### src/ps2ht_pkg.sv
// shared types and constants for the ps/2 host transceiver with receive fifo
`timescale 1ns / 1ps

package ps2ht_pkg;

    // receive fifo geometry
    localparam int FIFO_DEPTH = 16;
    localparam int PTR_W      = (FIFO_DEPTH > 1) ? $clog2(FIFO_DEPTH) : 1;
    localparam int CNT_W      = $clog2(FIFO_DEPTH + 1);

    // width of the reported fifo level field
    localparam int LEVEL_W = 5;

    // item kinds on the input channel
    typedef enum logic [1:0] {
        KIND_EDGE = 2'd0,
        KIND_SEND = 2'd1,
        KIND_POP  = 2'd2
    } t_kind;

    // frame positions
    localparam logic [3:0] POS_IDLE      = 4'd0;
    localparam logic [3:0] POS_START     = 4'd1;
    localparam logic [3:0] POS_DATA_LAST = 4'd8;
    localparam logic [3:0] RX_FIRST      = 4'd2;
    localparam logic [3:0] RX_LAST       = 4'd9;
    localparam logic [3:0] POS_PARITY    = 4'd9;
    localparam logic [3:0] POS_STOP      = 4'd10;
    localparam logic [3:0] POS_ACK       = 4'd11;
    localparam logic [3:0] POS_FRAME_END = 4'd11;

    // request from the link engine to the fifo
    typedef struct packed {
        logic       push;
        logic       pop;
        logic [7:0] wdata;
    } t_fifo_req;

    // link status after the current word
    typedef struct packed {
        logic line_low;
        logic sending;
        logic rejected;
        logic got;
        logic ovf;
    } t_link_stat;

endpackage

### src/ps2_host_transceiver_fifo_top.sv
// top level of the ps/2 host transceiver with receive fifo
//
//  channel | valid       | ready       | payload
//  --------+-------------+-------------+-----------------------------------------------
//  in      | i_in_valid  | o_in_ready  | i_kind, i_data_line, i_tx_byte
//  out     | o_out_valid | i_out_ready | o_data_drive_low, o_send_busy, o_send_rejected,
//          |             |             | o_byte_received, o_overflow, o_pop_valid,
//          |             |             | o_pop_byte, o_fifo_level
//
// one word in, one word out; a word can be taken every cycle while i_out_ready does not stall
// a word passes through the input register, then the frame/fifo update into the result register
// the result register holds while i_out_ready is low; the input register keeps taking
// a word as long as the result register drains or is empty in the same cycle
// synchronous active-low reset; no clearing pass, fifo storage is unset until written
`timescale 1ns / 1ps

module ps2_host_transceiver_fifo_top
    import ps2ht_pkg::*;
(
    input  logic               i_clk,
    input  logic               i_rst_n,
    // input channel
    input  logic               i_in_valid,
    output logic               o_in_ready,
    input  logic [1:0]         i_kind,
    input  logic               i_data_line,
    input  logic [7:0]         i_tx_byte,
    // result channel
    output logic               o_out_valid,
    input  logic               i_out_ready,
    output logic               o_data_drive_low,
    output logic               o_send_busy,
    output logic               o_send_rejected,
    output logic               o_byte_received,
    output logic               o_overflow,
    output logic               o_pop_valid,
    output logic [7:0]         o_pop_byte,
    output logic [LEVEL_W-1:0] o_fifo_level
);

    // input register
    logic       r_in_valid;
    logic [1:0] r_kind;
    logic       r_level;
    logic [7:0] r_tx_byte;

    // result register (pop byte register sits in the fifo)
    logic               r_out_valid;
    logic               r_line_low;
    logic               r_busy;
    logic               r_rejected;
    logic               r_got;
    logic               r_ovf;
    logic               r_pop_valid;
    logic [LEVEL_W-1:0] r_fifo_level;

    logic             advance;
    logic             fire;
    logic             fifo_full;
    logic             pop_valid;
    logic [CNT_W-1:0] count_next;
    t_fifo_req        fifo_req;
    t_link_stat       link_stat;

    // result slot is free or being emptied this cycle
    assign advance    = !r_out_valid || i_out_ready;
    // the buffered word moves into the result register
    assign fire       = r_in_valid && advance;
    assign o_in_ready = !r_in_valid || advance;

    always_ff @(posedge i_clk) begin
        if (!i_rst_n) begin
            r_in_valid <= 1'b0;
        end else if (o_in_ready) begin
            r_in_valid <= i_in_valid;
        end
    end

    // payload of the input register, no reset needed
    always_ff @(posedge i_clk) begin
        if (o_in_ready && i_in_valid) begin
            r_kind    <= i_kind;
            r_level   <= i_data_line;
            r_tx_byte <= i_tx_byte;
        end
    end

    ps2ht_link u_link (
        .i_clk       (i_clk),
        .i_rst_n     (i_rst_n),
        .i_en        (fire),
        .i_kind      (t_kind'(r_kind)),
        .i_level     (r_level),
        .i_tx_byte   (r_tx_byte),
        .i_fifo_full (fifo_full),
        .o_req       (fifo_req),
        .o_stat      (link_stat)
    );

    ps2ht_fifo u_fifo (
        .i_clk        (i_clk),
        .i_rst_n      (i_rst_n),
        .i_en         (fire),
        .i_req        (fifo_req),
        .o_full       (fifo_full),
        .o_pop_valid  (pop_valid),
        .o_pop_byte   (o_pop_byte),
        .o_count_next (count_next)
    );

    always_ff @(posedge i_clk) begin
        if (!i_rst_n) begin
            r_out_valid <= 1'b0;
        end else if (fire) begin
            r_out_valid <= 1'b1;
        end else if (i_out_ready) begin
            r_out_valid <= 1'b0;
        end
    end

    // status taken after this word's update
    always_ff @(posedge i_clk) begin
        if (fire) begin
            r_line_low   <= link_stat.line_low;
            r_busy       <= link_stat.sending;
            r_rejected   <= link_stat.rejected;
            r_got        <= link_stat.got;
            r_ovf        <= link_stat.ovf;
            r_pop_valid  <= pop_valid;
            r_fifo_level <= LEVEL_W'(count_next);
        end
    end

    assign o_out_valid      = r_out_valid;
    assign o_data_drive_low = r_line_low;
    assign o_send_busy      = r_busy;
    assign o_send_rejected  = r_rejected;
    assign o_byte_received  = r_got;
    assign o_overflow       = r_ovf;
    assign o_pop_valid      = r_pop_valid;
    assign o_fifo_level     = r_fifo_level;

endmodule

### src/ps2ht_link.sv
// ps/2 frame engine: receive shifter and host send sequencer
`timescale 1ns / 1ps

module ps2ht_link
    import ps2ht_pkg::*;
(
    input  logic       i_clk,
    input  logic       i_rst_n,
    input  logic       i_en,
    input  t_kind      i_kind,
    input  logic       i_level,
    input  logic [7:0] i_tx_byte,
    input  logic       i_fifo_full,
    output t_fifo_req  o_req,
    output t_link_stat o_stat
);

    logic [3:0] r_pos;
    logic       r_parity;
    logic [7:0] r_shift;
    logic       r_sending;
    logic       r_line_low;

    logic [3:0] n_pos;
    logic       n_parity;
    logic [7:0] n_shift;
    logic       n_sending;
    logic       n_line_low;

    logic [3:0] pos_w;
    logic [2:0] tx_idx;
    logic [2:0] rx_idx;
    logic       rejected;
    logic       got;
    logic       ovf;
    logic       push;
    logic       pop;

    assign tx_idx = 3'(r_pos - POS_START);
    assign rx_idx = 3'(r_pos - RX_FIRST);

    always_comb begin
        n_pos      = r_pos;
        n_parity   = r_parity;
        n_shift    = r_shift;
        n_sending  = r_sending;
        n_line_low = r_line_low;
        pos_w      = r_pos;
        rejected   = 1'b0;
        got        = 1'b0;
        ovf        = 1'b0;
        push       = 1'b0;
        pop        = 1'b0;
        case (i_kind)
            KIND_EDGE: begin
                if (r_sending) begin
                    case (r_pos) inside
                        POS_PARITY: n_line_low = r_parity;
                        POS_STOP:   n_line_low = 1'b0;
                        POS_ACK: begin
                            n_shift    = 8'd0;
                            pos_w      = POS_IDLE;
                            n_sending  = 1'b0;
                            n_line_low = 1'b0;
                        end
                        [POS_START:POS_DATA_LAST]: begin
                            if (r_shift[tx_idx]) begin
                                n_line_low = 1'b0;
                                n_parity   = ~r_parity;
                            end else begin
                                n_line_low = 1'b1;
                            end
                        end
                        default: n_line_low = 1'b0;
                    endcase
                end else begin
                    case (r_pos) inside
                        [RX_FIRST:RX_LAST]: begin
                            if (i_level) begin
                                n_shift[rx_idx] = 1'b1;
                            end
                        end
                        POS_FRAME_END: begin
                            if (!i_fifo_full) begin
                                push = 1'b1;
                                got  = 1'b1;
                            end else begin
                                ovf = 1'b1;
                            end
                            n_shift = 8'd0;
                            pos_w   = POS_IDLE;
                        end
                        default: ;
                    endcase
                end
                n_pos = pos_w + 4'd1;
            end
            KIND_SEND: begin
                if (r_sending) begin
                    rejected = 1'b1;
                end else begin
                    n_pos      = POS_START;
                    n_parity   = 1'b0;
                    n_shift    = i_tx_byte;
                    n_sending  = 1'b1;
                    n_line_low = 1'b1;
                end
            end
            KIND_POP: pop = 1'b1;
            default: ;
        endcase
    end

    assign o_req  = '{push: push, pop: pop, wdata: r_shift};
    assign o_stat = '{line_low: n_line_low, sending: n_sending, rejected: rejected,
                      got: got, ovf: ovf};

    always_ff @(posedge i_clk) begin
        if (!i_rst_n) begin
            r_pos      <= POS_START;
            r_parity   <= 1'b0;
            r_shift    <= 8'd0;
            r_sending  <= 1'b0;
            r_line_low <= 1'b0;
        end else if (i_en) begin
            r_pos      <= n_pos;
            r_parity   <= n_parity;
            r_shift    <= n_shift;
            r_sending  <= n_sending;
            r_line_low <= n_line_low;
        end
    end

    // host only pulls data low while a send is running
    a_line_only_when_sending: assert property (@(posedge i_clk) disable iff (!i_rst_n)
        !r_sending |-> !r_line_low)
        else $error("data line driven low with no send in progress");

    // position restarts at one after a frame, never sits at zero
    a_pos_nonzero: assert property (@(posedge i_clk) disable iff (!i_rst_n)
        r_pos != POS_IDLE)
        else $error("frame position at zero");

    // an accepted send starts by driving the start bit
    a_send_starts: assert property (@(posedge i_clk) disable iff (!i_rst_n)
        (i_en && i_kind == KIND_SEND && !r_sending) |=> (r_sending && r_line_low))
        else $error("send request did not start a frame");

endmodule

### src/ps2ht_fifo.sv
// receive byte fifo with registered pop data
`timescale 1ns / 1ps

module ps2ht_fifo
    import ps2ht_pkg::*;
(
    input  logic             i_clk,
    input  logic             i_rst_n,
    input  logic             i_en,
    input  t_fifo_req        i_req,
    output logic             o_full,
    output logic             o_pop_valid,
    output logic [7:0]       o_pop_byte,
    output logic [CNT_W-1:0] o_count_next
);

    logic [7:0]       r_mem [FIFO_DEPTH];
    logic [PTR_W-1:0] r_wr_ptr;
    logic [PTR_W-1:0] r_rd_ptr;
    logic [CNT_W-1:0] r_count;
    logic [7:0]       r_pop_byte;

    logic [PTR_W-1:0] n_wr_ptr;
    logic [PTR_W-1:0] n_rd_ptr;
    logic [CNT_W-1:0] n_count;
    logic             do_push;
    logic             do_pop;

    assign o_full  = (r_count == CNT_W'(FIFO_DEPTH));
    assign do_push = i_req.push && !o_full;
    assign do_pop  = i_req.pop && (r_count != '0);

    always_comb begin
        n_wr_ptr = r_wr_ptr;
        n_rd_ptr = r_rd_ptr;
        n_count  = r_count;
        if (do_push) begin
            n_wr_ptr = (r_wr_ptr == PTR_W'(FIFO_DEPTH - 1)) ? '0 : r_wr_ptr + 1'b1;
            n_count  = r_count + 1'b1;
        end
        if (do_pop) begin
            n_rd_ptr = (r_rd_ptr == PTR_W'(FIFO_DEPTH - 1)) ? '0 : r_rd_ptr + 1'b1;
            n_count  = r_count - 1'b1;
        end
    end

    assign o_pop_valid  = do_pop;
    assign o_count_next = n_count;
    assign o_pop_byte   = r_pop_byte;

    always_ff @(posedge i_clk) begin
        if (i_en && do_push) begin
            r_mem[r_wr_ptr] <= i_req.wdata;
        end
        if (i_en) begin
            r_pop_byte <= do_pop ? r_mem[r_rd_ptr] : 8'd0;
        end
    end

    always_ff @(posedge i_clk) begin
        if (!i_rst_n) begin
            r_wr_ptr <= '0;
            r_rd_ptr <= '0;
            r_count  <= '0;
        end else if (i_en) begin
            r_wr_ptr <= n_wr_ptr;
            r_rd_ptr <= n_rd_ptr;
            r_count  <= n_count;
        end
    end

    a_count_bound: assert property (@(posedge i_clk) disable iff (!i_rst_n)
        r_count <= CNT_W'(FIFO_DEPTH))
        else $error("fifo count above depth");

    // the link engine must turn a full fifo into an overflow, not a push
    a_no_push_full: assert property (@(posedge i_clk) disable iff (!i_rst_n)
        (i_en && i_req.push) |-> !o_full)
        else $error("push into full fifo");

    a_empty_pop_zero: assert property (@(posedge i_clk) disable iff (!i_rst_n)
        (i_en && i_req.pop && r_count == '0) |=> (r_pop_byte == 8'd0 && r_count == '0))
        else $error("pop from empty fifo returned data");

endmodule

### config.mk
export PLATFORM = sky130hd
export DESIGN_NAME = ps2_host_transceiver_fifo_top
export DESIGN_NICKNAME = d
export VERILOG_FILES = /design/src/ps2ht_pkg.sv /design/src/ps2_host_transceiver_fifo_top.sv /design/src/ps2ht_link.sv /design/src/ps2ht_fifo.sv
export SDC_FILE = /design/constraint.sdc
export NUM_CORES = 1
export LEC_CHECK = 0
export ABC_CLOCK_PERIOD_IN_PS = 3390
export BUFFER_PORTS_ARGS = -buffer_cell sky130_fd_sc_hd__buf_2
export CAP_MARGIN = 25
export CORE_UTILIZATION = 54
export DETAILED_ROUTE_END_ITERATION = 12
export PLACE_DENSITY = 0.71
export SLEW_MARGIN = 20
export SYNTH_ARGS = -nofsm -noshare
export SYNTH_HDL_FRONTEND = slang
export SYNTH_SLANG_ARGS = --single-unit
### constraint.sdc
create_clock -name i_clk -period 3.39 [get_ports i_clk]
set_clock_uncertainty 0.15 [all_clocks]
set_input_delay 0.339 -clock i_clk [delete_from_list [all_inputs] [get_ports i_clk]]
set_output_delay 0.339 -clock i_clk [all_outputs]
set_load 0.01 [all_outputs]
== After elaboration in Yosys (flattened, before gate mapping) ==
Memory sizes are Yosys's and may differ from the RTL's. A register that Yosys moved wholly into a read port is not among the register bits.
Cells that the tools add are included.
Operators by class
  eq/ne operators: 18
  add/sub/neg operators: 7
  bitwise gates (word level): 4
  shift operators: 0
  multipliers: 0
  reduce and logical (&&, ||, !) cells: 24
  $lt $le $gt $ge: 7
  mux-type cells: 57
  divide/modulo/power cells: 0
Operators with widths (number)
  8-bit two-way mux: 7
  4-bit two-way mux: 9
  1-bit two-way mux: 32
  4-bit == test (second input constant): 5
  8-bit one-hot mux with 2 select lines: 1
  4-bit by 1-bit adder with 4-bit output (second input constant): 3
  5-bit two-way mux: 2
  9-bit AND reduction: 1
  4-bit <= comparator (second input constant): 2
  1-bit logical AND: 8
  3-bit by 4-bit < comparator with 1-bit output (second input constant): 2
  2-bit != test (second input constant): 4
  8-bit bitwise OR: 1
  4-bit one-hot mux with 2 select lines: 1
  2-bit by 1-bit != test with 1-bit output (second input constant): 3
  3-bit != test (second input constant): 2
  1-bit one-hot mux with 2 select lines: 3
  6-bit AND reduction: 1
  5-bit by 1-bit adder with 5-bit output (second input constant): 1
  5-bit == test (second input constant): 1
  5-bit nonzero test: 1
  5-bit by 1-bit subtractor with 5-bit output (second input constant): 1
  4-bit by 1-bit greater-or-equal comparator with 1-bit output (second input constant): 1
  4-bit by 2-bit greater-or-equal comparator with 1-bit output (second input constant): 1
  16 further kinds: 24
Word-level totals
  output and inout bits: 21
  bits in writable memories: 128
  bits in latches: 0
  flip-flop bits (word level): 52
  memories kept: 1
  bits in read-only memories: 0
  word-level logic and storage cells: 138
  input port bits: 15
Memories
  u_fifo.r_mem: words 16, width 8, rd ports 1, clocked after memory_dff 1, write ports 1, RTL line ps2ht_fifo.sv:17  | logic [7:0] r_mem [FIFO_DEPTH];

== Depth between registers and ports, before layout ==
  depth after elaboration: 10
  mapped depth: 9
  mapped depth without buffers: 8

== Cells and area by module ==
Synthesis repeated with hierarchy kept, for this count alone.
Unflattened totals
  cell total of the unflattened synthesis: 540
  area total of the unflattened synthesis: 8290.5 um^2
Modules (own cells, without submodules)
  ps2ht_fifo: area an instance 6199.7 um^2, seq. area each 4344.2 um^2, cells each 345, instances 1
  ps2ht_link: area an instance 1326.3 um^2, seq. area each 300.3 um^2, cells each 164, instances 1
  ps2_host_transceiver_fifo_top: area an instance 764.5 um^2, seq. area each 700.7 um^2, cells each 31, instances 1

== Worst setup path after synthesis ==
Ideal clock, no wire load.
  kind: register to register
  start point: register u_link.r_pos[0]
  end point: memory u_fifo.r_mem[3][0] (enable)
  library setup time: 0.332 ns
  arrival: 2.437 ns
  slack: 0.472 ns
  clock period less this slack: 2.918 ns
  cell stages (with the launch flop): 10
  path buffers: 2
  data required time: 2.908 ns
  path through: dfxtp_1 > buf_2 > inv_1 > ha_1 > or4b_4 > nor4_4 > buf_6 > nand2_2 > nor3_1 > and2_1
RTL lines
  start: declaration: RTL line ps2ht_link.sv:18  | logic [3:0] r_pos;
  start signal: assignment: RTL line ps2ht_link.sv:126  | r_pos <= n_pos;
  end: declaration: RTL line ps2ht_fifo.sv:17

== Final worst setup path ==
  start point: register u_link.r_pos[0]
  end point: memory u_fifo.r_mem[8][0] (enable)
Between the ends
  cells in the longest elaborated chain, start to end: 9
  elaborated cells between the ends (all ways): 12
  those cells by class: 2 x order compare; 1 x eq/ne; 6 x mux; 3 x reduce/logical
RTL lines
  4-bit by 2-bit greater-or-equal comparator with 1-bit output (no line) (tied with other cells)
  1-bit logical AND (no line) / 1-bit two-way mux (equally long branches)
  1-bit two-way mux *: RTL line ps2ht_link.sv:77  | case (r_pos) inside
  1-bit two-way mux *: RTL line ps2ht_link.sv:56  | if (r_sending) begin
  1-bit two-way mux *: RTL line ps2ht_link.sv:54  | case (i_kind)
  1-bit logical AND *: RTL line ps2ht_fifo.sv:30  | assign do_push = i_req.push && !o_full;
  1-bit logical AND *: RTL line ps2ht_fifo.sv:52  | if (i_en && do_push) begin
  1-bit two-way mux *: RTL line ps2ht_fifo.sv:52
  1-bit two-way mux (not written as such) *: RTL line ps2ht_fifo.sv:53  | r_mem[r_wr_ptr] <= i_req.wdata;
Every way passes the cells marked *; elsewhere a longest branch is shown, timed or not.

==> results.ini <==
[clock_network]
clk_latency_ns=0.43
cts_buffers=17
cts_setup_buffers=0
cts-root-buf=clkbuf_16
cts.sinks=188
tritoncts=yes
clk_pin_slew_ns=0.06
cts_buffer_depth=2
htree_levels=4

[power]
leakagePower_nw=3.05
total_power_w=0.00467
powerDensity_nw_per_um2=505
peakVddDrop_uv=376

[setup_path]
cp_cell_sequence=inv_1 -> ha_1 -> or4b_4 -> nor4_4 -> nand2_2 -> nor3b_2 -> and2_1
cp_slowest_cell=or4b_4
end_kind=flop
r2r_end=u_fifo.r_mem[8][0]$_DFFE_PP_
cp_max_fo=8
cp.buffers_inverters=1
critical_path.top_delay_family=simple AND/OR/NAND/NOR gates
required_ns=3.32
slowest_delay_ns=0.57
crit_end=u_fifo.r_mem[8][0]$_DFFE_PP_
worstRegToRegCells=7
path_depth=7
critical_path_class=flop to flop
worst_setup_path_start_kind=flop
reg2reg_slack_ns=0.21
cp.arrival_ns=3.12
rr_startpoint=u_link.r_pos[0]$_SDFFE_PN1P_
startpoint=u_link.r_pos[0]$_SDFFE_PN1P_

[outcome]
status=finished, final reports clean

[floorplanning]
core_um2=14600
start_util_pct=55.4
fp.dieW_um=124
dieArea_um2=15400
chipHeight_um=124
ios=36
rows=44

[sta]
final.setup.tns_ns=0
worst_pin_slew_ns=0.836
hold_viol=0
rsz0062_at_grt=no
setup_viol=0
slew_headroom_pct=44.2
hold_ws_ns=0.0934
period_share_pct=93.8
slew_viol_final=0
fin_crit_ns=3.18
fmax_ghz=0.314

[finish]
drive_gt1_share_pct=23.5
antenna_cells=0
final_nets=611
final_cells=780
area_growth_pct=14.5
fin_area_um2=9240

[grt]
overflow=0
grt_pass1_wl_um=26800
grt_max_degree=25
grt_pass1_vias=4800
antenna_found_initial=0
grt_use_total_pct=23.2

[yosys]
synth_fp_nets=555
syn-mean-instance-area_um2=15.3
synth-seq-area-share_pct=66.2
synth_ff_type=edfxtp_1
syn_inst=527
async_reset_ff_share_pct=0
ys_ff_latch=188
yosysWarningCount=0
yosysUniqueCellTypes=62
syn_area_um2=8080
synth_edf_count=158

[placement]
dpl.cell_count=735
gp_congestion=0.853
io_buffers=35
placed_area_um2=8500
detailed_place_hpwl_um=11300

[drt]
routedWlPerCell_um=21.9
drc=0
drt_pre_antenna_iters=5
vias=4842
via_per_inst=6.21
wl_um=17100
drt_iter0_markers=598
antenna_left=0

[hold_path]
hold_class=input pin to flop

[job]
maxCapViolations=0

==> state kept, by name, summed over array words and instances (netlist names), 2 cells and up <==
register	count
u_fifo.r_wr_ptr	4
r_kind	2
u_fifo.r_rd_ptr	4
u_fifo.o_pop_byte	8
u_link.r_pos	4
u_fifo.r_mem	128
r_tx_byte	8
u_link.r_shift	8
o_fifo_level	5
u_fifo.r_count	5
==> per-stage QoR <==
| step | util (%) | setup slack, ns |
|---|---|---|
| floorplan | - | 0.472 |
| CTS | 63.3 | 0.166 |
| detailed placement | 58.3 | 0.173 |
| global placement | 58.3 | 0.271 |
| global route | 63.4 | 0.00258 |
| finish | 63.4 | 0.210 |
==> Yosys cell counts, types with 2 or more instances <==
cell type / n / share of area [%]
edfxtp_1: 158 / 59
mux4_2: 34 / 9.5
dfxtp_1: 30 / 7.4
nand2_1: 29 / 1.3
nor2_1: 24 / 1.1
a21oi_1: 23 / 1.4
and2_1: 19 / 1.5
clkbuf_1: 18 / 0.84
o21ai_0: 17 / 1.1
a211oi_1: 16 / 1.5
ha_1: 13 / 2.0
nor2b_1: 13 / 1.0
mux2i_1: 11 / 1.4
nand3_1: 11 / 0.68
inv_1: 9 / 0.42
buf_2: 8 / 0.50
o32ai_1: 6 / 0.65
xnor2_1: 6 / 0.65
a32oi_1: 5 / 0.54
nand2b_1: 5 / 0.39
o22ai_1: 4 / 0.31
or3_1: 4 / 0.31
buf_4: 3 / 0.28
nand4_1: 3 / 0.23
nor3_1: 3 / 0.19
o211ai_1: 3 / 0.28
or2_2: 3 / 0.23
or4_1: 3 / 0.28
xor2_1: 3 / 0.33
a311o_1: 2 / 0.25
a31oi_1: 2 / 0.15
and3_1: 2 / 0.15
buf_1: 2 / 0.093
nand3b_1: 2 / 0.19
nor3b_2: 2 / 0.31
nor4b_1: 2 / 0.22
o221a_2: 2 / 0.28
o31a_1: 2 / 0.22
or4b_1: 2 / 0.25
==> cell type report <==
class / count / area, µm²
Fill cell: 1014 / 5350
Sequential cell: 188 / 5350
Timing Repair Buffer: 69 / 473
Multi-Input combinational cell: 297 / 2550
Clock inverter: 13 / 174
Inverter: 10 / 37.5
Tap cell: 184 / 230
Clock buffer: 19 / 433
==> worst reg2reg max path, delay by kind of cell (launching register included) <==
kind	cells	cell delay [ns]
buffers and inverters	1	0.21
adder cells (fa/ha/maj)	1	0.33
flip-flops	1	0.50
AND/OR/NAND/NOR	5	1.65
==> worst min-delay path by stage <==
stage / start / endpoint / slack (ns) / cells after the start
6_report: i_rst_n / u_link.r_pos[0]$_SDFFE_PN1P_ / 0.09 / 2
5_1_grt: i_rst_n / u_link.r_pos[0]$_SDFFE_PN1P_ / 0.1 / 2
4_1_cts: i_rst_n / u_link.r_pos[0]$_SDFFE_PN1P_ / 0.08 / 2
3_5_place_dp: u_link.r_parity$_SDFFE_PN0P_ / u_link.r_parity$_SDFFE_PN0P_ / 0.33 / 2
3_3_place_gp: u_link.r_parity$_SDFFE_PN0P_ / u_link.r_parity$_SDFFE_PN0P_ / 0.32 / 2
2_1_floorplan: i_kind[0] / r_kind[0]$_DFFE_PP_ / 0.29 / 0
==> layer usage <==
layer | track usage (%) | part of all wire [%]
met5 | 0 | 0
met4 | 8.36 | 1.4
met3 | 3.78 | 6.3
met2 | 37.0 | 50
met1 | 32.3 | 43
==> layout by cell type, fill, tap and decap left out, types with 14 or more instances in the layout <==
| cell type | Yosys | layout |
|---|---|---|
| edfxtp_1 | 158 | 158 |
| buf_2 | 8 | 35 |
| mux4_2 | 34 | 34 |
| nand2_1 | 29 | 29 |
| dfxtp_1 | 30 | 29 |
| nor2_1 | 24 | 24 |
| a21oi_1 | 23 | 23 |
| buf_4 | 3 | 21 |
| o21ai_0 | 17 | 17 |
| clkbuf_16 | 0 | 17 |
| a211oi_1 | 16 | 16 |
| and2_1 | 19 | 14 |
==> timing repair <==
action / CTS / global route
endpoints found under the hold margin: 12 / 0
gates resized for setup: 0 / 5
endpoints found under the setup margin: 0 / 40
hold buffers: 12 / 0
==> report_power, final <==
group	internal (W)	switching, W
sequential	0.00250	0.0000112
combinational	0.0000486	0.0000808
clock	0.00122	0.000802
==> logic make-up after synthesis <==
group	after synthesis	share of synthesized area (%)
flip-flops	188	66.2
AND/OR/NAND/NOR	135	9.42
AO/OA/AOI/OAI	94	8.10
multiplexers	46	11.0
buffers and inverters	42	2.31
adder cells (fa/ha/maj)	13	2.01
XOR/XNOR	9	0.976
(Power assumes the default switching activity.)
